`config.mk`:
```
export PLATFORM = sky130hd
export DESIGN_NAME = sorted_list_insert_remove_top
export DESIGN_NICKNAME = d
export VERILOG_FILES = /design/src/sli_pkg.sv /design/src/sli_ctrl.sv /design/src/sli_datapath.sv /design/src/sorted_list_insert_remove_top.sv
export SDC_FILE = /design/constraint.sdc
export NUM_CORES = 2
export LEC_CHECK = 0
export BUFFER_PORTS_ARGS = -buffer_cell sky130_fd_sc_hd__buf_4
export CAP_MARGIN = 10
export CORE_AREA = 2 2 324 294
export DETAILED_ROUTE_END_ITERATION = 10
export DIE_AREA = 0 0 326 296
export PLACE_DENSITY_LB_ADDON = 0.3
export SETUP_SLACK_MARGIN = 0.3
export SYNTH_ARGS = -nofsm -noshare
export SYNTH_HDL_FRONTEND = slang
export SYNTH_SLANG_ARGS = --single-unit
```
`constraint.sdc`:
```
create_clock -name clk -period 8.75 [get_ports clk]
set_clock_uncertainty 0.1 [all_clocks]
set_input_delay 0.875 -clock clk [delete_from_list [all_inputs] [get_ports clk]]
set_output_delay 0.875 -clock clk [all_outputs]
set_load 0.03 [all_outputs]
```
`src/sli_pkg.sv`:
```
// Package for the sorted list store: field widths, operation and status codes,
// and the command bundle passed from the controller to the datapath.
// No dependencies.
package sli_pkg;

  localparam int DATA_W = 32;
  localparam int STATUS_W = 2;
  localparam int COUNT_W = 5;
  localparam int CAPACITY_DEFAULT = 16;

  localparam logic FN_INSERT = 1'b0;
  localparam logic FN_REMOVE = 1'b1;

  localparam logic [STATUS_W-1:0] ST_DONE      = 2'd0;
  localparam logic [STATUS_W-1:0] ST_NOT_FOUND = 2'd1;
  localparam logic [STATUS_W-1:0] ST_FULL      = 2'd2;

  typedef struct packed {
    logic load;
    logic update;
  } cmd_t;

endpackage

```
`src/sli_ctrl.sv`:
```
// Controller for the sorted list store: sequences the capture and update steps
// and runs the request and response handshakes.
// Depends on sli_pkg.
module sli_ctrl (
  input  logic         clk,
  input  logic         rst,
  input  logic         req_valid,
  output logic         req_stall,
  output logic         rsp_valid,
  input  logic         rsp_stall,
  output sli_pkg::cmd_t cmd
);

  localparam logic S_IDLE   = 1'b0;
  localparam logic S_UPDATE = 1'b1;

  logic state;
  logic state_next;
  logic rsp_valid_next;

  always_comb begin
    cmd.load = 1'b0;
    cmd.update = 1'b0;
    state_next = state;
    unique case (state)
      S_IDLE: begin
        if (req_valid) begin
          cmd.load = 1'b1;
          state_next = S_UPDATE;
        end
      end
      S_UPDATE: begin
        if (!rsp_valid || !rsp_stall) begin
          cmd.update = 1'b1;
          state_next = S_IDLE;
        end
      end
      default: state_next = S_IDLE;
    endcase
  end

  assign req_stall = (state != S_IDLE);

  always_comb begin
    rsp_valid_next = rsp_valid;
    if (cmd.update) begin
      rsp_valid_next = 1'b1;
    end else if (rsp_valid && !rsp_stall) begin
      rsp_valid_next = 1'b0;
    end
  end

  always_ff @(posedge clk) begin
    if (rst) begin
      state <= S_IDLE;
      rsp_valid <= 1'b0;
    end else begin
      state <= state_next;
      rsp_valid <= rsp_valid_next;
    end
  end

  a_load_then_update: assert property (@(posedge clk) disable iff (rst)
    cmd.load |=> state == S_UPDATE)
    else $error("captured request did not move to the update step");

  a_update_gives_rsp: assert property (@(posedge clk) disable iff (rst)
    cmd.update |=> rsp_valid)
    else $error("update did not present a response");

  a_no_overlap: assert property (@(posedge clk) disable iff (rst)
    !(cmd.load && cmd.update))
    else $error("capture and update issued together");

  a_blocked_waits: assert property (@(posedge clk) disable iff (rst)
    state == S_UPDATE && rsp_valid && rsp_stall |=> state == S_UPDATE)
    else $error("update overwrote a response that was not taken");

endmodule

```
`src/sli_datapath.sv`:
```
// Datapath for the sorted list store: a row of entry cells with per-cell
// compare flags, the entry count and the response register.
// Depends on sli_pkg.
module sli_datapath #(
  parameter int CAPACITY = sli_pkg::CAPACITY_DEFAULT
) (
  input  logic                                clk,
  input  logic                                rst,
  input  sli_pkg::cmd_t                       cmd,
  input  logic                                func,
  input  logic signed [sli_pkg::DATA_W-1:0]   value,
  output logic [sli_pkg::STATUS_W-1:0]        status,
  output logic [sli_pkg::COUNT_W-1:0]         count,
  output logic                                is_empty,
  output logic signed [sli_pkg::DATA_W-1:0]   smallest
);

  localparam int CW = $clog2(CAPACITY + 1);

  logic signed [sli_pkg::DATA_W-1:0] entries [CAPACITY];
  logic signed [sli_pkg::DATA_W-1:0] entries_next [CAPACITY];
  logic [CW-1:0] entry_count;
  logic [CW-1:0] entry_count_next;

  logic func_q;
  logic signed [sli_pkg::DATA_W-1:0] value_q;
  logic [CAPACITY-1:0] le_q;
  logic [CAPACITY-1:0] ge_q;
  logic [CAPACITY-1:0] eq_q;
  logic [CAPACITY-1:0] le_d;
  logic [CAPACITY-1:0] ge_d;
  logic [CAPACITY-1:0] eq_d;
  logic [CAPACITY-1:0] first_eq;

  logic full;
  logic found;
  logic do_ins;
  logic do_rem;
  logic [sli_pkg::STATUS_W-1:0] status_next;
  logic [CW+sli_pkg::COUNT_W-1:0] count_ext;

  logic [sli_pkg::STATUS_W-1:0] status_q;
  logic [sli_pkg::COUNT_W-1:0] count_q;
  logic empty_q;
  logic signed [sli_pkg::DATA_W-1:0] smallest_q;

  for (genvar g = 0; g < CAPACITY; g++) begin : g_cell
    logic vld;
    logic signed [sli_pkg::DATA_W-1:0] ins_val;
    logic signed [sli_pkg::DATA_W-1:0] rem_val;

    assign vld = CW'(g) < entry_count;
    assign le_d[g] = vld && (entries[g] <= value);
    assign ge_d[g] = vld && (entries[g] >= value);
    assign eq_d[g] = vld && (entries[g] == value);

    if (g == 0) begin : g_head
      assign ins_val = le_q[g] ? entries[g] : value_q;
      assign first_eq[g] = eq_q[g];
    end else begin : g_body
      assign ins_val = le_q[g] ? entries[g] : (le_q[g-1] ? value_q : entries[g-1]);
      assign first_eq[g] = eq_q[g] && !eq_q[g-1];
    end

    if (g == CAPACITY - 1) begin : g_tail
      assign rem_val = entries[g];
    end else begin : g_inner
      assign rem_val = ge_q[g] ? entries[g+1] : entries[g];
    end

    assign entries_next[g] = do_ins ? ins_val : (do_rem ? rem_val : entries[g]);
  end

  assign full = (entry_count == CW'(CAPACITY));
  assign found = |first_eq;
  assign do_ins = cmd.update && (func_q == sli_pkg::FN_INSERT) && !full;
  assign do_rem = cmd.update && (func_q == sli_pkg::FN_REMOVE) && found;

  always_comb begin
    entry_count_next = entry_count;
    if (do_ins) begin
      entry_count_next = entry_count + CW'(1);
    end else if (do_rem) begin
      entry_count_next = entry_count - CW'(1);
    end
  end

  always_comb begin
    status_next = sli_pkg::ST_DONE;
    if (func_q == sli_pkg::FN_INSERT) begin
      if (full) begin
        status_next = sli_pkg::ST_FULL;
      end
    end else if (!found) begin
      status_next = sli_pkg::ST_NOT_FOUND;
    end
  end

  assign count_ext = {{sli_pkg::COUNT_W{1'b0}}, entry_count_next};

  always_ff @(posedge clk) begin
    if (cmd.load) begin
      func_q <= func;
      value_q <= value;
      le_q <= le_d;
      ge_q <= ge_d;
      eq_q <= eq_d;
    end
    if (cmd.update) begin
      entries <= entries_next;
      status_q <= status_next;
      count_q <= count_ext[sli_pkg::COUNT_W-1:0];
      empty_q <= (entry_count_next == '0);
      smallest_q <= (entry_count_next == '0) ? '0 : entries_next[0];
    end
  end

  always_ff @(posedge clk) begin
    if (rst) begin
      entry_count <= '0;
    end else begin
      entry_count <= entry_count_next;
    end
  end

  assign status = status_q;
  assign count = count_q;
  assign is_empty = empty_q;
  assign smallest = smallest_q;

  a_count_bound: assert property (@(posedge clk) disable iff (rst)
    entry_count <= CW'(CAPACITY))
    else $error("entry count exceeds capacity");

endmodule

```
`src/sorted_list_insert_remove_top.sv`:
```
// Top level of the sorted list store: joins the controller and the datapath.
// Depends on sli_pkg, sli_ctrl and sli_datapath.
//
//   Channel   Direction  Handshake              Payload
//   request   in         req_valid / req_stall  func, value
//   response  out        rsp_valid / rsp_stall  status, count, is_empty, smallest
//
// Each request first compares the value against every cell in parallel and captures
// the flags, then in the update step shifts the cell row and loads the response.
// The update step waits while an earlier response is still stalled.
// Reset clears the entry count; the cells themselves are not cleared.
// A new request is taken as soon as the previous one has been applied.
module sorted_list_insert_remove_top #(
  parameter int CAPACITY = sli_pkg::CAPACITY_DEFAULT
) (
  input  logic                                clk,
  input  logic                                rst,
  input  logic                                req_valid,
  output logic                                req_stall,
  input  logic                                func,
  input  logic signed [sli_pkg::DATA_W-1:0]   value,
  output logic                                rsp_valid,
  input  logic                                rsp_stall,
  output logic [sli_pkg::STATUS_W-1:0]        status,
  output logic [sli_pkg::COUNT_W-1:0]         count,
  output logic                                is_empty,
  output logic signed [sli_pkg::DATA_W-1:0]   smallest
);

  sli_pkg::cmd_t cmd;

  sli_ctrl u_ctrl (
    .clk       (clk),
    .rst       (rst),
    .req_valid (req_valid),
    .req_stall (req_stall),
    .rsp_valid (rsp_valid),
    .rsp_stall (rsp_stall),
    .cmd       (cmd)
  );

  sli_datapath #(
    .CAPACITY (CAPACITY)
  ) u_datapath (
    .clk      (clk),
    .rst      (rst),
    .cmd      (cmd),
    .func     (func),
    .value    (value),
    .status   (status),
    .count    (count),
    .is_empty (is_empty),
    .smallest (smallest)
  );

endmodule
```
After elaboration in Yosys (flattened, before gate mapping):

Cells that the tools add are included.

* register bits after elaboration: 639
* bits of input ports: 37
* word-level logic and storage cells: 318
* output and inout bits: 42

* equality and inequality tests: 31
* add/sub/neg operators: 2
* bitwise operators: 3
* muxes and demuxes: 88
* reductions and logical operators: 119
* $lt $le $gt $ge: 47

Operator list (count)
* 2-to-1 mux 32 bit: 75
* == test 32 bit: 16
* less-or-equal comparator 32 bit: 16
* >= comparator 32 bit: 15
* logical AND 1 bit: 67
* AND reduction 4 bit: 14
* less-than comparator 4 x 5 -> 1 bit, first input constant: 8
* nonzero test 2 bit: 16
* != test 2 bit, second input constant: 14
* less-than comparator 3 x 5 -> 1 bit, first input constant: 4
* zero test 1 bit: 18
* OR reduction 16 bit: 1
* less-than comparator 1 x 5 -> 1 bit, first input constant: 2
* less-than comparator 2 x 5 -> 1 bit, first input constant: 2
* 2-to-1 mux 5 bit: 2
* 2-to-1 mux 1 bit: 8
* adder 5 x 1 -> 5 bit, second input constant: 1
* == test 5 bit, second input constant: 1
* zero test 5 bit: 1
* subtractor 5 x 1 -> 5 bit, second input constant: 1
* 2-to-1 mux 2 bit: 2
* inverter 1 bit: 3
* AND reduction 3 bit: 1
* case mux 1 bit (2 select lines): 1
* logical OR 1 bit: 1

Logic depth before layout (Yosys ltp):

* depth in word-level cells: 9
* depth in mapped cells: 12
* depth with buffers taken out: 9

Hierarchy:

A second synthesis with hierarchy kept.

* cell total of the unflattened synthesis: 3928
* area, all modules: 41661.2 sq um

By module, submodules not included
* sli_datapath: sequential area each 19078.3 sq um, times used 1, area an instance 41561.1 sq um, cells each 3918
* sli_ctrl: sequential area each 40.0 sq um, times used 1, area an instance 100.1 sq um, cells each 10

Least setup slack after synthesis:

Ideal clock, no wire load.

* path kind: input port to flip-flop
* start: in req_valid
* end: reg u_datapath.eq_q[0], enable pin
* path buffers: 0
* setup slack: 3750 ps
* setup time: 527 ps
* data required time: 8123 ps
* stages on the path: 1
* arrival time: 4373 ps
* path through: nor2b_1

* word-level cells in the longest chain between the ends: 2

Ends and longest elaborated chain
* start, declared: line sorted_list_insert_remove_top.sv:18 `input logic req_valid,`
* 2-to-1 mux 1 bit: line sli_ctrl.sv:27 `if (req_valid) begin`
* 2-to-1 mux 1 bit: line sli_ctrl.sv:25 `unique case (state)`
* end signal, assigned: line sli_datapath.sv:107 `eq_q <= eq_d;`
* end, declared: line sli_datapath.sv:29 `logic [CAPACITY-1:0] eq_q;`

No other way between the ends.
A chain may end at the register's enable or synchronous reset.

==> results.ini <==
[clocking]
cts_sinks=639
ctsRootBufferMaster=clkbuf_16
cts_setup_buffers=0
ctsLongestPathBuffers=3
worstSkewPairLatency_ns=0.63
clkTransAtPathRegs_ns=0.06
h-tree-depth=3
cts-buffers-inserted=77
cts_resized=0
postCtsHoldBufs=0
cts_tree=done

[logic_synthesis]
ys_ff_latch=639
netlist_instances=3976
ys_types=64
synth_compound_area_frac=0.121
synth_edf_count=632
syn_area_per_cell_um2=10.5
synth_top_area_frac=0.456
synth_top_family_by_area=adder cells
ys_seq_area_frac=0.459
yosys_warnings=0
synth_area_um2=41600
async_reset_ff_frac=0
synth_nets=4528
muxShareOfSynthArea=0.117
ys.flop_type=edfxtp_1
synthXorXnorAreaFrac=0.00484
synth_fa_ha_area_frac=0.155
ys_top_cells_by_count=edfxtp_1, nand2_1, o21ai_0
synth_top_cells_by_area=edfxtp_1, ha_1, mux2i_1
yosysMostFrequentCell=edfxtp_1
synth_area_leader_cell=edfxtp_1
synth_simple_gate_area_frac=0.115

[routing]
dr.pass1.iters=7
vias=30400
ant_nets=0
post_drt_wl_per_cell_um=21.0
drcViolationCount=0
via_per_inst=5.77
drt_iter0_markers=2581
routed_wl_mm=111

[run]
maxCapViolCount=0

[place]
hpwlAfterDp_mm=82.3
dpl_cell_area_um2=43400
place_inst=5127
io_buffers=78
place_congestion=0.887

[sta]
fin_crit_ns=4.28
period_share=0.489
final_hold_viol_count=0
relSlewSlack=0.142
finalSetupTns_ns=0
timing.fmax_mhz=234
grt_setup_unrepaired=no
maxSlewViolCount=0
finalSetupViolations=0
worstMarginPinSlew_ns=1.29

[floorplan]
pin_count=79
die_area_um2=96500
design.core.area_um2=93600
initial_core_util=0.445
num_rows=107
fp.dieW_um=326
die_y_um=296

[cells_and_area]
final_area_um2=45800
drive_gt1_frac=0.0675
syn_to_final_growth_pct=9.99
nNetsFinal=4505
fillers=8527
diodes=0
final-instance-count-excl-fill=5265

[worst_setup_path]
worstPathCellList=inv_1 -> ha_1 -> nor2b_1 -> nand2_1 -> nand2_4 -> buf_4 -> buf_12 -> o21ai_0
max_stage_delay_ns=0.66
arrival_ns=4.50
reg2reg_slack_ns=4.47
worstSetupPathType=reg -> reg
crit_buf_inv=3
endpoint_kind=register
timing.rr.start=u_datapath.entry_count[1]$_SDFF_PP0_
crit_fanout=279
path_delay_family=buffers and inverters
start_kind=register
crit_slowest_cell=buf_4
ff2ff_path_depth=8
r2r-end=u_datapath.entries[228]$_DFFE_PP_
cp.required_ns=8.97

[global_routing]
grt_max_degree=280
antenna_found_initial=0
grt_use_total=0.225
grt_pass1_vias=29800
grt_pass1_wl_mm=173
grt_overflow_total=0

[power_and_ir_drop]
p_leak_nw=19.0
ir_drop_mv=0.195
p_per_area_nw_per_um2=183

[min_path]
hp-class=in -> reg
hold_depth=1
hold_end=u_datapath.value_q[27]$_DFFE_PP_
hold_path_startpoint=value[27]

[run_status]
status=finished, final reports clean

## worst register-to-register path, delay by kind of cell, from the launching register on
kind / cells / cell delay (ns)
buffers and inverters: 3 / 1.56
and+or+nand+nor: 3 / 0.87
AOI/OAI and AO/OA: 1 / 0.69
DFF: 1 / 0.48
adders and majority gates: 1 / 0.27
## kinds of logic after synthesis
| logic type | Yosys count |
|---|---|
| AO/OA/AOI/OAI | 914 |
| AND/OR/NAND/NOR | 1092 |
| multiplexers | 481 |
| flip-flops | 639 |
| XOR/XNOR | 23 |
| adder cells (fa/ha/maj) | 515 |
| buffers and inverters | 312 |
## state kept, by name, indices dropped and copies added, names as in the netlist
name / cells
u_ctrl.req_stall: 1
u_ctrl.rsp_valid: 1
u_datapath.count: 5
u_datapath.entries: 480
u_datapath.entry_count: 5
u_datapath.eq_q: 16
u_datapath.func_q: 1
u_datapath.g_cell.rem_val: 32
u_datapath.ge_q: 15
u_datapath.is_empty: 1
u_datapath.le_q: 16
u_datapath.smallest: 32
u_datapath.status: 2
u_datapath.value_q: 32
## cell type report
type / count / area (µm²) / area share
multi-input combinational: 3025 / 21500 / 0.470
clock inverter: 34 / 221 / 0.00484
clock buffer: 104 / 2120 / 0.0463
inverter: 97 / 365 / 0.00798
sequential: 639 / 19100 / 0.418
tap: 1253 / 1570 / 0.0342
timing repair buffer: 113 / 886 / 0.0193
## worst max path at each step
stage,from,cells past startpoint,end
6_report,u_datapath.entry_count[1]$_SDFF_PP0_,8,u_datapath.entries[228]$_DFFE_PP_
5_1_grt,u_datapath.entry_count[1]$_SDFF_PP0_,8,u_datapath.entries[201]$_DFFE_PP_
4_1_cts,u_datapath.entry_count[1]$_SDFF_PP0_,8,u_datapath.entries[434]$_DFFE_PP_
3_5_place_dp,rsp_stall,11,u_datapath.smallest[31]$_SDFFCE_PP0P_
3_3_place_gp,rsp_stall,11,u_datapath.smallest[31]$_SDFFCE_PP0P_
2_1_floorplan,req_valid,1,u_datapath.eq_q[0]$_DFFE_PP_
## layer usage
metal / wire (µm) / share of wire / vias up / global-route usage
li1: - / - / 14900 / -
met1: 53800 / 0.49 / 14500 / 0.332
met2: 47700 / 0.43 / 813 / 0.343
met3: 6540 / 0.059 / 143 / 0.0340
met4: 2550 / 0.023 / 0 / 0.0633
met5: 0 / 0 / - / 0
## metrics by stage
stage | power (W) | hold WS [ns] | utilization | setup WS, ns
after floorplan | 0.00491 | 0.422 | - | 3.75
after global placement | 0.00533 | 0.410 | 0.464 | 4.76
after detailed placement | 0.00537 | 0.427 | 0.464 | 4.73
after CTS | 0.00844 | 0.297 | 0.489 | 4.75
after global routing | 0.00875 | 0.316 | 0.489 | 4.30
final | 0.00839 | 0.330 | 0.489 | 4.47
## cell usage in the layout, fill, tap and decap left out, drive strengths merged, types with 90 or more instances in the layout
cell    count
a21oi     225
ha        515
edfxtp    632
nor2      155
mux2i     448
o21ai     539
nand4      90
buf       113
clkbuf    104
nand2     629
inv        98
## where the power goes
group          internal, W  switching (W)  total, W
combinational     0.000558       0.000883   0.00144
clock              0.00175        0.00131   0.00307
sequential         0.00365       0.000238   0.00388
Note: power is estimated with default switching activity, not from simulation.
